<file path="src/rtl/swdk_pkg.sv">
// Shared types, constants and the arctangent table for the swerve drive
// kinematics and odometry block. Used by the serial multiplier and the top level.
package swdk_pkg;

  localparam int NUM_WHEELS   = 4;
  localparam int CORDIC_STEPS = 16;
  localparam int MAX_TABLE    = 24;
  localparam int N_STEPS      = (CORDIC_STEPS < MAX_TABLE) ? CORDIC_STEPS : MAX_TABLE;

  localparam int MCAND_W = 40;
  localparam int MPLR_W  = 32;
  localparam int PROD_W  = 72;

  localparam logic [31:0] INV_GAIN_Q30 = 32'd652032874;
  localparam logic [31:0] RAD_TO_BIN_C = 32'd42722830;

  localparam logic [1:0] CFG_X_OFFSET = 2'd0;
  localparam logic [1:0] CFG_Y_OFFSET = 2'd1;
  localparam logic [1:0] CFG_INV_RAD  = 2'd2;

  typedef struct packed {
    logic                      start;
    logic signed [MCAND_W-1:0] a;
    logic [MPLR_W-1:0]         b;
  } mul_req_t;

  function automatic logic [31:0] atan_turn(input logic [4:0] i);
    logic [31:0] v;
    case (i)
      5'd0:    v = 32'h20000000;
      5'd1:    v = 32'h12E4051D;
      5'd2:    v = 32'h09FB385B;
      5'd3:    v = 32'h051111D4;
      5'd4:    v = 32'h028B0D43;
      5'd5:    v = 32'h0145D7E1;
      5'd6:    v = 32'h00A2F61E;
      5'd7:    v = 32'h00517C55;
      5'd8:    v = 32'h0028BE53;
      5'd9:    v = 32'h00145F2F;
      5'd10:   v = 32'h000A2F98;
      5'd11:   v = 32'h000517CC;
      5'd12:   v = 32'h00028BE6;
      5'd13:   v = 32'h000145F3;
      5'd14:   v = 32'h0000A2FA;
      5'd15:   v = 32'h0000517D;
      5'd16:   v = 32'h000028BE;
      5'd17:   v = 32'h0000145F;
      5'd18:   v = 32'h00000A30;
      5'd19:   v = 32'h00000518;
      5'd20:   v = 32'h0000028C;
      5'd21:   v = 32'h00000146;
      5'd22:   v = 32'h000000A3;
      5'd23:   v = 32'h00000051;
      default: v = 32'h00000000;
    endcase
    return v;
  endfunction

endpackage

</file>
<file path="src/rtl/swdk_mul.sv">
// Bit-serial shift-add multiplier, signed multiplicand by unsigned multiplier.
// Depends on swdk_pkg for the request type and widths.
module swdk_mul (
  input  logic                               clk,
  input  logic                               rst_n,
  input  swdk_pkg::mul_req_t                 req,
  output logic                               busy,
  output logic signed [swdk_pkg::PROD_W-1:0] prod
);

  logic signed [swdk_pkg::PROD_W-1:0] m_r;
  logic signed [swdk_pkg::PROD_W-1:0] acc_r;
  logic [swdk_pkg::MPLR_W-1:0]        b_r;

  always_ff @(posedge clk) begin
    if (!rst_n) begin
      b_r <= '0;
    end else if (req.start) begin
      m_r   <= {{(swdk_pkg::PROD_W-swdk_pkg::MCAND_W){req.a[swdk_pkg::MCAND_W-1]}}, req.a};
      b_r   <= req.b;
      acc_r <= '0;
    end else if (b_r != '0) begin
      if (b_r[0]) begin
        acc_r <= acc_r + m_r;
      end
      m_r <= m_r <<< 1;
      b_r <= b_r >> 1;
    end
  end

  assign busy = (b_r != '0);
  assign prod = acc_r;

endmodule

</file>
<file path="src/rtl/swerve_drive_kinematics_odometry_unit.sv">
// Swerve drive inverse kinematics and odometry, top level.
// Depends on swdk_pkg and swdk_mul.
//
// Each request is one control tick and yields four results, one per wheel, handed
// out on consecutive cycles when the sink is ready. The work is up to five CORDIC
// passes on one shared shift-add stage and up to thirteen products on one bit-serial
// multiplier. The multiplier works through its multiplier operand one bit at a time,
// up to the highest set bit, so the cost of each product depends on its operands, and
// of the rate and pose products on the inverse radius and the period. A wheel with a
// zero velocity vector skips its CORDIC pass and its products. The input is not ready
// while a request is in work or its results are being delivered.
module swerve_drive_kinematics_odometry_unit (
  input  logic               clk,
  input  logic               rst_n,
  input  logic               in_valid,
  output logic               in_ready,
  input  logic signed [15:0] in_vel_x,
  input  logic signed [15:0] in_vel_y,
  input  logic signed [15:0] in_yaw_rate,
  input  logic [15:0]        in_period,
  output logic               out_valid,
  input  logic               out_ready,
  output logic [1:0]         out_wheel_index,
  output logic [19:0]        out_wheel_rate,
  output logic signed [15:0] out_steer_angle,
  output logic signed [31:0] out_pose_x,
  output logic signed [31:0] out_pose_y,
  output logic signed [15:0] out_heading,
  output logic               out_last,
  input  logic               cfg_valid,
  output logic               cfg_ready,
  input  logic [1:0]         cfg_index,
  input  logic [63:0]        cfg_data
);

  typedef enum logic [3:0] {
    S_IDLE, S_WVEC, S_VEC, S_GAIN_V, S_RATE, S_HEAD, S_ROT_SETUP, S_ROT,
    S_GAIN_RX, S_GAIN_RY, S_PX, S_PY, S_OUT
  } state_t;

  state_t state_r;

  logic [63:0] xpack_r, ypack_r;
  logic [15:0] inv_rad_r;
  logic signed [31:0] pos_x_r, pos_y_r;
  logic [15:0] heading_r;

  logic signed [15:0] vx_r, vy_r, w_r;
  logic [15:0] dt_r;
  logic signed [35:0] x_r, y_r, rx_r, ry_r;
  logic signed [33:0] z_r;
  logic [4:0] iter_r;
  logic [1:0] wheel_r, oidx_r;
  logic [19:0] rate_r [swdk_pkg::NUM_WHEELS];
  logic [15:0] steer_r [swdk_pkg::NUM_WHEELS];

  swdk_pkg::mul_req_t mul_req_r;
  logic mul_busy;
  logic signed [swdk_pkg::PROD_W-1:0] prod;

  swdk_mul u_mul (
    .clk  (clk),
    .rst_n(rst_n),
    .req  (mul_req_r),
    .busy (mul_busy),
    .prod (prod)
  );

  logic mul_done;
  logic mul_start_nxt;
  logic signed [35:0] dx, dy, gain, wx, wy, x0, y0;
  logic signed [33:0] at;
  logic signed [15:0] xo, yo;
  logic signed [31:0] wyo, wxo;
  logic signed [32:0] wdt;
  logic signed [swdk_pkg::PROD_W-1:0] rsum, hsum, psum;
  logic [19:0] rate_val;
  logic [31:0] zs, ang;
  logic signed [43:0] disp;
  logic signed [44:0] sx, sy;
  logic signed [31:0] satx, saty;

  always_comb begin
    mul_done = !mul_req_r.start && !mul_busy;
    dx   = y_r >>> iter_r;
    dy   = x_r >>> iter_r;
    at   = {2'b00, swdk_pkg::atan_turn(iter_r)};
    gain = prod[65:30];
    xo   = xpack_r[{wheel_r, 4'b0000} +: 16];
    yo   = ypack_r[{wheel_r, 4'b0000} +: 16];
    wyo  = w_r * yo;
    wxo  = w_r * xo;
    wx   = {{8{vx_r[15]}}, vx_r, 12'h000} - {{4{wyo[31]}}, wyo};
    wy   = {{8{vy_r[15]}}, vy_r, 12'h000} + {{4{wxo[31]}}, wxo};
    wdt  = w_r * $signed({1'b0, dt_r});
    rsum = prod + (72'sd1 <<< 23);
    rate_val = (|rsum[71:44]) ? 20'hFFFFF : rsum[43:24];
    zs   = z_r[31:0] + 32'h0000_8000;
    hsum = prod + (72'sd1 <<< 39);
    psum = prod + (72'sd1 <<< 27);
    disp = psum[71:28];
    sx   = {{13{pos_x_r[31]}}, pos_x_r} + {disp[43], disp};
    sy   = {{13{pos_y_r[31]}}, pos_y_r} + {disp[43], disp};
    satx = (sx > 45'sd2147483647) ? 32'sh7FFFFFFF :
           (sx < -45'sd2147483648) ? 32'sh80000000 : sx[31:0];
    saty = (sy > 45'sd2147483647) ? 32'sh7FFFFFFF :
           (sy < -45'sd2147483648) ? 32'sh80000000 : sy[31:0];
    ang  = {heading_r, 16'h0000};
    x0   = {{4{vx_r[15]}}, vx_r, 16'h0000};
    y0   = {{4{vy_r[15]}}, vy_r, 16'h0000};
  end

  always_comb begin
    mul_start_nxt = 1'b0;
    unique case (state_r)
      S_WVEC:    mul_start_nxt = (wx == '0 && wy == '0) &&
                                 (wheel_r == 2'(swdk_pkg::NUM_WHEELS - 1));
      S_GAIN_V:  mul_start_nxt = (iter_r == 5'(swdk_pkg::N_STEPS)) || mul_done;
      S_RATE:    mul_start_nxt = mul_done && (wheel_r == 2'(swdk_pkg::NUM_WHEELS - 1));
      S_GAIN_RX: mul_start_nxt = (iter_r == 5'(swdk_pkg::N_STEPS)) || mul_done;
      S_GAIN_RY: mul_start_nxt = mul_done;
      S_PX:      mul_start_nxt = mul_done;
      default:   mul_start_nxt = 1'b0;
    endcase
  end

  always_ff @(posedge clk) begin
    if (!rst_n) begin
      state_r   <= S_IDLE;
      xpack_r   <= '0;
      ypack_r   <= '0;
      inv_rad_r <= 16'd2519;
      pos_x_r   <= '0;
      pos_y_r   <= '0;
      heading_r <= '0;
      wheel_r   <= '0;
      oidx_r    <= '0;
      iter_r    <= '0;
      mul_req_r.start <= 1'b0;
    end else begin
      mul_req_r.start <= mul_start_nxt;
      if (cfg_valid) begin
        unique case (cfg_index)
          swdk_pkg::CFG_X_OFFSET: xpack_r   <= cfg_data;
          swdk_pkg::CFG_Y_OFFSET: ypack_r   <= cfg_data;
          swdk_pkg::CFG_INV_RAD:  inv_rad_r <= cfg_data[15:0];
          default: ;
        endcase
      end
      unique case (state_r)
        S_IDLE: begin
          if (in_valid) begin
            vx_r    <= in_vel_x;
            vy_r    <= in_vel_y;
            w_r     <= in_yaw_rate;
            dt_r    <= in_period;
            wheel_r <= '0;
            state_r <= S_WVEC;
          end
        end
        S_WVEC: begin
          iter_r <= '0;
          if (wx == '0 && wy == '0) begin
            rate_r[wheel_r]  <= '0;
            steer_r[wheel_r] <= '0;
            if (wheel_r == 2'(swdk_pkg::NUM_WHEELS - 1)) begin
              mul_req_r.a <= {{7{wdt[32]}}, wdt};
              mul_req_r.b <= swdk_pkg::RAD_TO_BIN_C;
              state_r     <= S_HEAD;
            end else begin
              wheel_r <= wheel_r + 2'd1;
            end
          end else begin
            if (wx[35]) begin
              x_r <= -wx;
              y_r <= -wy;
              z_r <= 34'sh0_8000_0000;
            end else begin
              x_r <= wx;
              y_r <= wy;
              z_r <= '0;
            end
            state_r <= S_VEC;
          end
        end
        S_VEC: begin
          if (!y_r[35]) begin
            x_r <= x_r + dx;
            y_r <= y_r - dy;
            z_r <= z_r + at;
          end else begin
            x_r <= x_r - dx;
            y_r <= y_r + dy;
            z_r <= z_r - at;
          end
          iter_r <= iter_r + 5'd1;
          if (iter_r == 5'(swdk_pkg::N_STEPS - 1)) begin
            state_r <= S_GAIN_V;
          end
        end
        S_GAIN_V: begin
          if (iter_r == 5'(swdk_pkg::N_STEPS)) begin
            mul_req_r.a <= {{4{x_r[35]}}, x_r};
            mul_req_r.b <= swdk_pkg::INV_GAIN_Q30;
            iter_r      <= '0;
          end else if (mul_done) begin
            mul_req_r.a <= {{4{gain[35]}}, gain};
            mul_req_r.b <= {16'h0000, inv_rad_r};
            state_r     <= S_RATE;
          end
        end
        S_RATE: begin
          if (mul_done) begin
            rate_r[wheel_r]  <= rate_val;
            steer_r[wheel_r] <= zs[31:16];
            if (wheel_r == 2'(swdk_pkg::NUM_WHEELS - 1)) begin
              mul_req_r.a <= {{7{wdt[32]}}, wdt};
              mul_req_r.b <= swdk_pkg::RAD_TO_BIN_C;
              state_r     <= S_HEAD;
            end else begin
              wheel_r <= wheel_r + 2'd1;
              state_r <= S_WVEC;
            end
          end
        end
        S_HEAD: begin
          if (mul_done) begin
            heading_r <= heading_r + hsum[55:40];
            state_r   <= S_ROT_SETUP;
          end
        end
        S_ROT_SETUP: begin
          iter_r <= '0;
          if (ang > 32'h4000_0000 && ang < 32'hC000_0000) begin
            x_r <= -x0;
            y_r <= -y0;
            z_r <= {{2{~ang[31]}}, ~ang[31], ang[30:0]};
          end else begin
            x_r <= x0;
            y_r <= y0;
            z_r <= {{2{ang[31]}}, ang};
          end
          state_r <= S_ROT;
        end
        S_ROT: begin
          if (!z_r[33]) begin
            x_r <= x_r - dx;
            y_r <= y_r + dy;
            z_r <= z_r - at;
          end else begin
            x_r <= x_r + dx;
            y_r <= y_r - dy;
            z_r <= z_r + at;
          end
          iter_r <= iter_r + 5'd1;
          if (iter_r == 5'(swdk_pkg::N_STEPS - 1)) begin
            state_r <= S_GAIN_RX;
          end
        end
        S_GAIN_RX: begin
          if (iter_r == 5'(swdk_pkg::N_STEPS)) begin
            mul_req_r.a <= {{4{x_r[35]}}, x_r};
            mul_req_r.b <= swdk_pkg::INV_GAIN_Q30;
            iter_r      <= '0;
          end else if (mul_done) begin
            rx_r        <= gain;
            mul_req_r.a <= {{4{y_r[35]}}, y_r};
            mul_req_r.b <= swdk_pkg::INV_GAIN_Q30;
            state_r     <= S_GAIN_RY;
          end
        end
        S_GAIN_RY: begin
          if (mul_done) begin
            ry_r        <= gain;
            mul_req_r.a <= {{4{rx_r[35]}}, rx_r};
            mul_req_r.b <= {16'h0000, dt_r};
            state_r     <= S_PX;
          end
        end
        S_PX: begin
          if (mul_done) begin
            pos_x_r     <= satx;
            mul_req_r.a <= {{4{ry_r[35]}}, ry_r};
            mul_req_r.b <= {16'h0000, dt_r};
            state_r     <= S_PY;
          end
        end
        S_PY: begin
          if (mul_done) begin
            pos_y_r <= saty;
            oidx_r  <= '0;
            state_r <= S_OUT;
          end
        end
        S_OUT: begin
          if (out_ready) begin
            if (oidx_r == 2'(swdk_pkg::NUM_WHEELS - 1)) begin
              state_r <= S_IDLE;
            end else begin
              oidx_r <= oidx_r + 2'd1;
            end
          end
        end
        default: state_r <= S_IDLE;
      endcase
    end
  end

  assign in_ready        = (state_r == S_IDLE);
  assign cfg_ready       = 1'b1;
  assign out_valid       = (state_r == S_OUT);
  assign out_wheel_index = oidx_r;
  assign out_wheel_rate  = rate_r[oidx_r];
  assign out_steer_angle = steer_r[oidx_r];
  assign out_pose_x      = pos_x_r;
  assign out_pose_y      = pos_y_r;
  assign out_heading     = heading_r;
  assign out_last        = (oidx_r == 2'(swdk_pkg::NUM_WHEELS - 1));

  a_ready_excl: assert property (@(posedge clk) disable iff (!rst_n)
    in_ready |-> !out_valid) else $error("input ready while results pending");
  a_busy_after_accept: assert property (@(posedge clk) disable iff (!rst_n)
    in_valid && in_ready |=> !in_ready) else $error("ready right after accept");
  a_idle_after_last: assert property (@(posedge clk) disable iff (!rst_n)
    out_valid && out_ready && out_last |=> in_ready) else $error("not idle after last");

endmodule
</file>
<file path="config.mk">
export PLATFORM = sky130hd
export DESIGN_NAME = swerve_drive_kinematics_odometry_unit
export DESIGN_NICKNAME = d
export VERILOG_FILES = /design/src/rtl/swdk_pkg.sv /design/src/rtl/swdk_mul.sv /design/src/rtl/swerve_drive_kinematics_odometry_unit.sv
export SDC_FILE = /design/constraint.sdc
export NUM_CORES = 2
export LEC_CHECK = 0
export CORE_AREA = 4 4 413 415
export DETAILED_ROUTE_END_ITERATION = 12
export DIE_AREA = 0 0 417 419
export DONT_BUFFER_PORTS = 1
export PLACE_DENSITY_LB_ADDON = 0.1
export RECOVER_POWER = 25
export SYNTH_ARGS = -nofsm -noshare
export SYNTH_HDL_FRONTEND = slang
export SYNTH_SLANG_ARGS = --single-unit
</file>
<file path="constraint.sdc">
create_clock -name clk -period 24.4 [get_ports clk]
set_input_delay 1.22 -clock clk [delete_from_list [all_inputs] [get_ports clk]]
set_output_delay 1.22 -clock clk [all_outputs]
set_load 0.03 [all_outputs]
</file>
==> run_results.csv <==
group,metric,value,unit
critical_path,crit_fanout,36,
detailed_routing,avgViaCountPerCell,6.27,
placed_design,port_buffers,0,
critical_path,rrSetupSlack,13.37,ns
synthesis,synth_area_leader_cell,"edfxtp_1",
synthesis,syn_avg_cell_area,8.77,um^2
layout,design_area,100000,um^2
timing,setup_tns,0,ns
clocking,clk_latency,0.80,ns
die,num_rows,150,
clocking,cts_hold_buf,0,
critical_path,reg2reg_from,"wheel_r[0]",
placed_design,place_congestion,1.01,
critical_path,critPathSlowestCell,"mux4_2",
die,start_util,56.9,%
critical_path,reg2reg_to,"rate_r[2][9]",
synthesis,syn_nets,12400,
clocking,cts_made_buffers,104,
layout,fin_util,60.1,%
global_route,antenna_found_initial,18,
layout,area_delta_synth_final,5.56,%
die,dieArea,175000,um^2
detailed_routing,drt_iter0_drc,6947,
clocking,cts_tree,"done",
critical_path,startpoint_type,"flop",
synthesis,ys_top_cells_by_count,"nand2_1 (1357), inv_1 (1272), nor2_1 (780), fa_1 (774), a21oi_1 (738)",
job,cap_violations,9,
synthesis,synth.most_common_cell,"nand2_1",
critical_path,crit_arrival,11.44,ns
detailed_routing,postRouteAntennaNets,0,
global_route,grt_max_degree,83,
detailed_routing,num_vias,80100,
detailed_routing,drt_pass1_iterations,7,
timing,final_hold_viol_count,0,
critical_path,worst-setup-path-type,"reg -> reg",
synthesis,synth_cell_types,101,
synthesis,async_reset_ff_share,0,%
synthesis,synth_edf_count,585,
synthesis,ys_warn_count,0,
detailed_routing,wire_per_inst,24.7,um
critical_path,crit_end,"rate_r[2][9]",
layout,nets,12100,
timing,rsz0062_at_grt,"no",
timing,relSlewSlack,-201,%
placed_design,dpl.hpwl,243000,um
run_status,violations,"max-capacitance violations, max-slew violations",
timing,slew_viol_final,533,
die,ios,257,
timing,skew,0.0607,ns
clocking,post_cts_buffers,0,
critical_path,required,24.81,ns
critical_path,max_stage_delay,0.77,ns
die,dieHeight,419,um
hold_path,hp-class,"reg -> reg",
run_status,status,"finished, violations left",
timing,fin_crit,11.03,ns
critical_path,r2r_cells,30,
placed_design,placed_area,96500,um^2
clocking,post_cts_resized,0,
critical_path,cp-startpoint,"wheel_r[0]",
detailed_routing,wirelength,315000,um
clocking,htree_num_levels,3,
timing,finalSetupViolCount,0,
global_route,grt_overflow_total,0,
synthesis,synthTopCellsByArea,"edfxtp_1 (19%), fa_1 (16%), ha_1 (9.4%), dfxtp_1 (6.3%), nand2_1 (5.4%)",
clocking,clkTransAtPathRegs,0.06,ns
global_route,grt_pass1_vias,78800,
timing,tightestPinTransition,4.52,ns
clocking,cts.sinks,885,
synthesis,synthFlopType,"edfxtp_1",
die,core_area,167000,um^2
synthesis,syn-cell-area,94900,um^2
clocking,clockRootBuffer,"clkbuf_16",
synthesis,netlist_instances,10800,
global_route,grt_usage,35.5,%
critical_path,cpMostUsedCell,"fa_1",
synthesis,yosysTopAreaCellShare,18.5,%
die,die_w,417,um
critical_path,crit_path_end_kind,"flop",
synthesis,synth_seq_cells,885,
global_route,grt_pass1_wl,479000,um
clocking,clockBufferDepth,3,
detailed_routing,drc_errors,0,
timing,period_share,45.2,%
timing,timing.fmax,90.7,MHz
synthesis,yosysSeqAreaShare,24.9,%
layout,drive_gt1_share,5.59,%
==> logic make-up (layout without fill, tap and decap cells) <==
kind of cell | after synthesis | count (layout) | synth area share (%)
mux | 275 | 275 | 4.27
simple gates | 3367 | 3367 | 16.5
other cells | 1 | 13 | 0.00395
compound gates | 2525 | 2525 | 17.5
fa+ha+maj | 1484 | 1484 | 25.7
xor+xnor | 408 | 408 | 3.77
buf+inv | 1877 | 1600 | 7.45
flops | 885 | 885 | 24.9
==> layer usage <==
metal	GRT usage, %	up-vias	wire length [um]
met3	6.71	725	25900
met5	0	-	61
li1	-	36600	-
met2	57.6	3311	145000
met1	45.4	39500	125000
met4	18.5	10	19400
==> stage by stage <==
step,setup WS [ns],cells,hold WS [ns]
after floorplan,6.27,10800,0.430
after global placement,13.52,12600,0.438
after detailed placement,13.39,12600,0.445
after CTS,13.33,12700,0.453
after global routing,12.77,12800,0.461
final,13.37,12800,0.453
==> flip-flops by register name, indices dropped and copies added, names as in the netlist, 34 cells and up, named ones only <==
register / flops
ypack_r: 64
rate_r: 80
u_mul.prod: 72
y_r: 36
u_mul.m_r: 72
steer_r: 64
z_r: 34
ry_r: 36
xpack_r: 64
x_r: 36
rx_r: 36
mul_req_r: 56
==> cell type report <==
cell class	instances	area, um^2
Inverter	1278	4800
Tap cell	2204	2760
Sequential cell	885	23600
Fill cell	14700	66500
Timing Repair Buffer	125	863
Multi-Input combinational cell	8060	64400
Clock inverter	68	851
Clock buffer	129	2810
Antenna cell	12	30.0
==> how the worst min path moves through the flow <==
stage	to	slack, ns	depth (start not counted)	start
after floorplan	u_mul.b_r[28]	0.43	1	u_mul.b_r[29]
after global placement	ypack_r[55]	0.44	2	ypack_r[55]
after detailed placement	ypack_r[35]	0.44	2	ypack_r[35]
after CTS	ypack_r[35]	0.45	2	ypack_r[35]
after global routing	ypack_r[32]	0.46	2	ypack_r[32]
final	ypack_r[43]	0.45	2	ypack_r[43]
==> critical path: cells and delay by family, from the launching register on <==
| kind | cells | cell delay [ns] |
|---|---|---|
| muxes | 1 | 0.77 |
| adders and majority gates | 8 | 3.60 |
| and+or+nand+nor | 6 | 1.59 |
| buffers and inverters | 7 | 1.45 |
| DFF | 1 | 0.36 |
| AOI/OAI and AO/OA | 8 | 2.86 |
==> cell usage in the layout, fill, tap and decap left out, drive strengths merged, types with 78 or more instances in the layout <==
cell type  count
ha           710
inv         1286
mux2i        110
nor2         780
buf          105
nor3         123
xor2         148
nor2b         78
mux4          97
and2         363
and3          88
a211oi        81
nand2b        97
dfxtp        300
clkbuf       149
a21o         218
o21bai        85
nand2       1357
xnor2        260
a21oi        740
o211ai        93
nand3        163
o21ai        526
nand4         81
o21a          96
edfxtp       585
fa           774
Power is not shown: default switching activity piles up to over one toggle a cycle in this logic, so the estimate is an artifact.
